--- config.mk ---
export PLATFORM = sky130hd
export DESIGN_NAME = rational_sigmoid_approx_unit
export DESIGN_NICKNAME = d
export VERILOG_FILES = /design/src/rtl/rsa_pkg.sv /design/src/rtl/rsa_prep.sv /design/src/rtl/rsa_div_step.sv /design/src/rtl/rational_sigmoid_approx_unit.sv
export SDC_FILE = /design/constraint.sdc
export NUM_CORES = 2
export LEC_CHECK = 0
export ABC_CLOCK_PERIOD_IN_PS = 52700
export BUFFER_PORTS_ARGS = -buffer_cell sky130_fd_sc_hd__buf_4
export CAP_MARGIN = 20
export CORE_MARGIN = 4
export CORE_UTILIZATION = 44
export DETAILED_ROUTE_END_ITERATION = 7
export PLACE_DENSITY = 0.67
export SLEW_MARGIN = 20
export SYNTH_ARGS = -nofsm -noshare
export SYNTH_HDL_FRONTEND = slang
export SYNTH_HIERARCHICAL = 1
export SYNTH_SLANG_ARGS = --single-unit
--- constraint.sdc ---
create_clock -name clock -period 52.7 [get_ports clock]
set_input_delay 7.905 -clock clock [delete_from_list [all_inputs] [get_ports clock]]
set_output_delay 7.905 -clock clock [all_outputs]
set_load 0.01 [all_outputs]
--- src/rtl/rsa_pkg.sv ---
// shared types and constants of the rational sigmoid unit
// no dependencies
package rsa_pkg;

   // quotient of the curve term is below 2^14
   localparam int QUO_W    = 14;
   localparam int ACT_W    = 16;
   localparam int REGION_W = 2;

   localparam logic [REGION_W-1:0] REGION_LOW   = 2'd0;
   localparam logic [REGION_W-1:0] REGION_CURVE = 2'd1;
   localparam logic [REGION_W-1:0] REGION_HIGH  = 2'd2;

   localparam logic [ACT_W-1:0] ACT_ZERO = 16'd0;
   localparam logic [ACT_W-1:0] ACT_HALF = 16'd16384;
   localparam logic [ACT_W-1:0] ACT_FULL = 16'd32768;

   // side information carried along the divider
   typedef struct packed {
      logic                neg;
      logic [REGION_W-1:0] region;
   } side_type;

endpackage

--- src/rtl/rsa_prep.sv ---
// front stages: sign split, gain multiply, clamp test, dividend and divisor
// depends on rsa_pkg
module rsa_prep #(
   parameter int DATA_WIDTH = 16
) (
   input  logic                    clock,
   input  logic                    reset,
   input  logic                    in_valid,
   input  logic [DATA_WIDTH-1:0]   in_net,
   input  logic [DATA_WIDTH-1:0]   gain,
   output logic                    in_ready,
   input  logic                    out_adv,
   output logic                    out_valid,
   output rsa_pkg::side_type       out_side,
   output logic [DATA_WIDTH+19:0]  out_num,
   output logic [DATA_WIDTH+5:0]   out_den
);
   import rsa_pkg::*;

   localparam int W   = DATA_WIDTH;
   localparam int MW  = 2 * W - 1;     // product magnitude width
   localparam int CW  = MW + 2;        // room for 3 * product
   localparam int TW  = W + 3;         // product width inside the curve region
   localparam int NW  = W + 20;
   localparam int DW  = W + 6;
   localparam logic [CW-1:0] CLAMP_LIM = CW'(20) << W;

   // stage 1: sign and magnitude of both operands
   logic           v1_ff;
   logic           neg1_ff, neg1_in;
   logic [W-1:0]   mag_a1_ff, mag_a1_in;
   logic [W-1:0]   mag_b1_ff, mag_b1_in;
   // stage 2: product magnitude
   logic           v2_ff;
   logic           neg2_ff;
   logic [MW-1:0]  prod2_ff, prod2_in;
   logic [2*W-1:0] prod_full;
   // stage 3: clamp decision
   logic           v3_ff;
   side_type       side3_ff, side3_in;
   logic [TW-1:0]  mt3_ff, mt3_in;
   logic [CW-1:0]  triple;
   // stage 4: dividend and divisor
   logic           v4_ff;
   side_type       side4_ff;
   logic [NW-1:0]  num4_ff, num4_in;
   logic [DW-1:0]  den4_ff, den4_in;
   logic [W+7:0]   m23;
   logic [DW-1:0]  den_base;

   logic en1, en2, en3, en4;

   // stage enables, a stage moves when empty or when its successor moves
   assign en4      = !v4_ff || out_adv;
   assign en3      = !v3_ff || en4;
   assign en2      = !v2_ff || en3;
   assign en1      = !v1_ff || en2;
   assign in_ready = en1;

   // sign split
   always_comb begin
      neg1_in   = in_net[W-1] ^ gain[W-1];
      mag_a1_in = in_net[W-1] ? (~in_net + W'(1)) : in_net;
      mag_b1_in = gain[W-1]   ? (~gain + W'(1))   : gain;
   end

   // magnitude product, at most 2^(2W-2)
   assign prod_full = mag_a1_ff * mag_b1_ff;
   assign prod2_in  = prod_full[MW-1:0];

   // clamp test: 3*M against 20 * 2^W
   always_comb begin
      triple = {2'b00, prod2_ff} + {1'b0, prod2_ff, 1'b0};
      side3_in.neg = neg2_ff;
      if (triple >= CLAMP_LIM) begin
         side3_in.region = neg2_ff ? REGION_LOW : REGION_HIGH;
      end else begin
         side3_in.region = REGION_CURVE;
      end
      mt3_in = prod2_ff[TW-1:0];
   end

   // dividend 94208*M = 23*M*2^12, divisor 5*(2^W + M)
   always_comb begin
      m23 = ({5'b0, mt3_ff} << 4) + ({5'b0, mt3_ff} << 2) + ({5'b0, mt3_ff} << 1)
          + {5'b0, mt3_ff};
      num4_in  = {m23, 12'b0};
      den_base = DW'(mt3_ff) + (DW'(1) << W);
      den4_in  = (den_base << 2) + den_base;
   end

   // valid bits
   always_ff @(posedge clock) begin
      if (reset) begin
         v1_ff <= 1'b0;
         v2_ff <= 1'b0;
         v3_ff <= 1'b0;
         v4_ff <= 1'b0;
      end else begin
         if (en1) v1_ff <= in_valid;
         if (en2) v2_ff <= v1_ff;
         if (en3) v3_ff <= v2_ff;
         if (en4) v4_ff <= v3_ff;
      end
   end

   // payload registers
   always_ff @(posedge clock) begin
      if (en1) begin
         neg1_ff   <= neg1_in;
         mag_a1_ff <= mag_a1_in;
         mag_b1_ff <= mag_b1_in;
      end
      if (en2) begin
         neg2_ff  <= neg1_ff;
         prod2_ff <= prod2_in;
      end
      if (en3) begin
         side3_ff <= side3_in;
         mt3_ff   <= mt3_in;
      end
      if (en4) begin
         side4_ff <= side3_ff;
         num4_ff  <= num4_in;
         den4_ff  <= den4_in;
      end
   end

   assign out_valid = v4_ff;
   assign out_side  = side4_ff;
   assign out_num   = num4_ff;
   assign out_den   = den4_ff;

endmodule

--- src/rtl/rsa_div_step.sv ---
// one registered restoring division step, settles one quotient bit
// depends on rsa_pkg
module rsa_div_step #(
   parameter int NUM_W = 36,
   parameter int DEN_W = 22,
   parameter int SHIFT = 0
) (
   input  logic                       clock,
   input  logic                       reset,
   input  logic                       in_valid,
   input  rsa_pkg::side_type          in_side,
   input  logic [NUM_W-1:0]           in_rem,
   input  logic [DEN_W-1:0]           in_den,
   input  logic [rsa_pkg::QUO_W-1:0]  in_quo,
   output logic                       in_ready,
   input  logic                       out_adv,
   output logic                       out_valid,
   output rsa_pkg::side_type          out_side,
   output logic [NUM_W-1:0]           out_rem,
   output logic [DEN_W-1:0]           out_den,
   output logic [rsa_pkg::QUO_W-1:0]  out_quo
);
   import rsa_pkg::*;

   logic             valid_ff;
   side_type         side_ff;
   logic [NUM_W-1:0] rem_ff, rem_in;
   logic [DEN_W-1:0] den_ff;
   logic [QUO_W-1:0] quo_ff, quo_in;
   logic [NUM_W-1:0] den_sh;
   logic             take;
   logic             en;

   assign en       = !valid_ff || out_adv;
   assign in_ready = en;

   // compare against the shifted divisor and subtract when it fits
   always_comb begin
      den_sh        = NUM_W'(in_den) << SHIFT;
      take          = (in_rem >= den_sh);
      rem_in        = take ? (in_rem - den_sh) : in_rem;
      quo_in        = in_quo;
      quo_in[SHIFT] = take;
   end

   always_ff @(posedge clock) begin
      if (reset) begin
         valid_ff <= 1'b0;
      end else if (en) begin
         valid_ff <= in_valid;
      end
   end

   always_ff @(posedge clock) begin
      if (en) begin
         side_ff <= in_side;
         rem_ff  <= rem_in;
         den_ff  <= in_den;
         quo_ff  <= quo_in;
      end
   end

   assign out_valid = valid_ff;
   assign out_side  = side_ff;
   assign out_rem   = rem_ff;
   assign out_den   = den_ff;
   assign out_quo   = quo_ff;

endmodule

--- src/rtl/rational_sigmoid_approx_unit.sv ---
// top level of the rational sigmoid unit: gain register, pipeline, output stage
// depends on rsa_pkg, rsa_prep and rsa_div_step
//
//   channel | direction | handshake          | payload
//   req     | in        | req_valid/req_stall | req_net_input
//   rsp     | out       | rsp_valid/rsp_stall | rsp_activation, rsp_region
//   csr     | in        | csr_valid/csr_ready | csr_gain
//
// one transaction enters per cycle while req_stall is low; the pipe has four front
// stages (sign, multiply, clamp, dividend/divisor), fourteen divider stages of one
// quotient bit each, and the output register.
// every stage holds its item while the next one is full and stalled; bubbles
// are squeezed out, so req_stall only rises when the whole pipe is backed up.
// synchronous reset clears all valid bits and loads the gain with 1.0.
module rational_sigmoid_approx_unit #(
   parameter int DATA_WIDTH = 16
) (
   input  logic                       clock,
   input  logic                       reset,
   input  logic                       req_valid,
   output logic                       req_stall,
   input  logic [DATA_WIDTH-1:0]      req_net_input,
   output logic                       rsp_valid,
   input  logic                       rsp_stall,
   output logic [rsa_pkg::ACT_W-1:0]  rsp_activation,
   output logic [rsa_pkg::REGION_W-1:0] rsp_region,
   input  logic                       csr_valid,
   output logic                       csr_ready,
   input  logic [DATA_WIDTH-1:0]      csr_gain
);
   import rsa_pkg::*;

   localparam int NW = DATA_WIDTH + 20;
   localparam int DW = DATA_WIDTH + 6;

   logic [DATA_WIDTH-1:0] gain_ff;

   logic             prep_ready;
   logic             stg_valid [QUO_W+1];
   side_type         stg_side  [QUO_W+1];
   logic [NW-1:0]    stg_rem   [QUO_W+1];
   logic [DW-1:0]    stg_den   [QUO_W+1];
   logic [QUO_W-1:0] stg_quo   [QUO_W+1];
   logic             stg_ready [QUO_W+1];

   logic             out_en;
   logic             rsp_valid_ff;
   logic [ACT_W-1:0] act_ff, act_in;
   logic [REGION_W-1:0] region_ff;

   // gain register, always ready
   assign csr_ready = 1'b1;
   always_ff @(posedge clock) begin
      if (reset) begin
         gain_ff <= DATA_WIDTH'(256);
      end else if (csr_valid) begin
         gain_ff <= csr_gain;
      end
   end

   // front stages
   rsa_prep #(
      .DATA_WIDTH (DATA_WIDTH)
   ) u_prep (
      .clock     (clock),
      .reset     (reset),
      .in_valid  (req_valid),
      .in_net    (req_net_input),
      .gain      (gain_ff),
      .in_ready  (prep_ready),
      .out_adv   (stg_ready[0]),
      .out_valid (stg_valid[0]),
      .out_side  (stg_side[0]),
      .out_num   (stg_rem[0]),
      .out_den   (stg_den[0])
   );
   assign req_stall  = !prep_ready;
   assign stg_quo[0] = '0;

   // divider stages, most significant quotient bit first
   for (genvar k = 0; k < QUO_W; k++) begin : g_div
      rsa_div_step #(
         .NUM_W (NW),
         .DEN_W (DW),
         .SHIFT (QUO_W - 1 - k)
      ) u_step (
         .clock     (clock),
         .reset     (reset),
         .in_valid  (stg_valid[k]),
         .in_side   (stg_side[k]),
         .in_rem    (stg_rem[k]),
         .in_den    (stg_den[k]),
         .in_quo    (stg_quo[k]),
         .in_ready  (stg_ready[k]),
         .out_adv   (stg_ready[k+1]),
         .out_valid (stg_valid[k+1]),
         .out_side  (stg_side[k+1]),
         .out_rem   (stg_rem[k+1]),
         .out_den   (stg_den[k+1]),
         .out_quo   (stg_quo[k+1])
      );
   end

   // output register
   assign out_en           = !rsp_valid_ff || !rsp_stall;
   assign stg_ready[QUO_W] = out_en;

   always_comb begin
      case (stg_side[QUO_W].region)
         REGION_LOW:  act_in = ACT_ZERO;
         REGION_HIGH: act_in = ACT_FULL;
         default: begin
            if (stg_side[QUO_W].neg) begin
               act_in = ACT_HALF - ACT_W'(stg_quo[QUO_W]);
            end else begin
               act_in = ACT_HALF + ACT_W'(stg_quo[QUO_W]);
            end
         end
      endcase
   end

   always_ff @(posedge clock) begin
      if (reset) begin
         rsp_valid_ff <= 1'b0;
      end else if (out_en) begin
         rsp_valid_ff <= stg_valid[QUO_W];
      end
   end

   always_ff @(posedge clock) begin
      if (out_en) begin
         act_ff    <= act_in;
         region_ff <= stg_side[QUO_W].region;
      end
   end

   assign rsp_valid      = rsp_valid_ff;
   assign rsp_activation = act_ff;
   assign rsp_region     = region_ff;

endmodule

==> impl_results.md <==
- Syn Inst Count: 6372
- Clk slew on worst S/H paths: 0.06 ns
- Critical Path Slowest Stage Cell: nand2b_4
- Initial antenna violation count: 2
- Inserted Clock Buffers: 116
- Port-buffer cells: 56
- R2r setup slk: 41.13 ns
- Area of the die: 165000 sq um
- Vias per cell: 5.57
- Min Hold Slack: 0.412 ns
- Drt drc: 0
- # H-tree levels: 3
- First-pass GRT wire length: 254 mm
- Dpl hpwl: 125 mm
- Yosys Warn Count: 6
- Ports: 58
- GPL Wtd Cong: 0.906
- Final setup fails: 0
- FF-to-FF Start: rsp_valid
- Layout cell share with drive strength beyond 1: 7.14%
- Worst Path Max Fanout: 75
- Via count: 47.5k
- Endpoint class of the critical path: output pin
- Pins Over Slew Limit: 0
- Nets: 7140
- Slew of the pin with the lowest slew margin: 1.08 ns
- RSZ-0062 raised after global routing: no
- Post-DR wirelength/cell: 18.8 microns
- WS Path Type: in -> out
- GR Overflow Total: 0
- Worst Clk Skew: 0.0702 ns
- Worst path most repeated cell: buf_4
- RR Endpoint: u_prep/prod2_ff[23]
- Worst slew margin: 27.2%
- CTS tree: yes
- Buffer depth of the longest clock path: 3
- Largest net degree at the start of global routing: 76
- Setup TNS: 0 ns
- Critical Path Sink: req_stall
- Root Buffer: clkbuf_16
- Dpl cell area: 71900 sq um
- Row Count: 145
- Tightest Hold Check Type: reg -> reg
- Final ANT Viol Nets: 0
- Fin cells: 8534
- Dpl cells: 8313
- CTS resizes: 0
- # Post-CTS Setup Buffers: 0
- Latest clock arrival within the worst-skew pair: 0.76 ns
- # hold bufs at CTS: 0
- Die Ht: 406 microns
- CTS Sinks: 1089
- Drt pass-1 iters: 8
- Mapped Area: 69700 sq um
- Minimum clock period: 27.16 ns
- Vias in the first global route: 46.8k
- Critical path origin: rsp_stall
- Syn avg cell area: 10.9 sq um
- R2r worst-path depth: 24
- Core ar.: 157000 sq um
- WL final: 160 mm
- CP peak stage delay: 0.89 ns
- Area delta synth->final: 8.93%
- Final period util: 51.5%
- Maximum capacitance violations: 0
- Total GRT Usage: 19.3%
- DRT iter0 DRCs: 3408
- CP Launch Type: input port
- Fin. Hold Viols: 0
- Die Wd: 406 microns
- Max Freq: 36.8 MHz
- Status: finished, final reports clean
- Post-route cell area: 75900 sq um
- CP Data Arrival Time: 19.26 ns
- CP required: 44.79 ns
- Initial core utilization: 44.5%
## layout by cell type (no fill, tap or decap), types with 46 or more instances in the layout
cell          n
a21oi_1     433
a211oi_1     48
xnor2_1     253
fa_1        243
o21ai_0     262
o21a_1       48
a31oi_1      47
and3_1       52
nand2b_1     49
buf_4        75
clkbuf_16   117
nor2_1      359
xor2_1      169
nor3_1      104
inv_1       674
nand2_1     566
nand3_1     108
o21ai_1      78
nor2b_1      46
and2_1      142
a21o_1      125
ha_1        487
nand4_1      73
edfxtp_1   1054
## registers in the layout, indices dropped and copies added (netlist names), 19 cells and up
signal                 cells
u_prep/prod2_ff           31
g_div.u_step/out_den     286
g_div.u_step/out_quo     105
u_prep/mt3_ff             19
u_prep/out_num            23
g_div.u_step/out_rem     468
u_prep/out_den            22
g_div.u_step/out_side     42
## worst min-delay path by stage
stage	from	cells after the start	slack [ns]	to
CTS	g_div[9].u_step/out_quo[10]	0	0.41	g_div[10].u_step/out_quo[10]
floorplan	u_prep/out_side[0]	0	0.40	g_div[0].u_step/out_side[0]
global route	g_div[9].u_step/out_quo[10]	0	0.42	g_div[10].u_step/out_quo[10]
global placement	g_div[12].u_step/out_quo[9]	0	0.40	g_div[13].u_step/out_quo[9]
finish	g_div[9].u_step/out_quo[10]	0	0.41	g_div[10].u_step/out_quo[10]
detailed placement	g_div[9].u_step/out_quo[12]	0	0.40	g_div[10].u_step/out_quo[12]
## critical path, delay by kind of cell
kind / cells / cell delay, ns
and+or+nand+nor: 18 / 6.57
buffers and inverters: 10 / 4.57
## layer usage
layer  track usage, %  vias to the layer above  share of wire, %
met4             7.53                        2               4.3
met3             2.60                      330               4.2
met5                0                        -            0.0081
li1                 -                    22800                 -
met1             23.7                    23200                41
met2             34.4                     1194                50
## metrics by stage
stage	utilization (%)	setup WS [ns]
floorplan	-	10.24
global placement	45.9	25.54
detailed placement	45.9	25.24
CTS	48.4	25.19
global route	48.4	24.43
finish	48.4	25.54
## layout make-up
class | instances | area [sq um]
inverters | 684 | 2570
diodes | 1 | 2.50
clock buffers | 142 | 3040
repair buffers | 75 | 563
fillers | 14200 | 80800
well taps | 2058 | 2570
multi-input cells | 4407 | 33800
flip-flops and latches | 1089 | 32400
clock inverters | 78 | 988
Power is not shown: default switching activity piles up to over one toggle a cycle in this logic, so the estimate is an artifact.
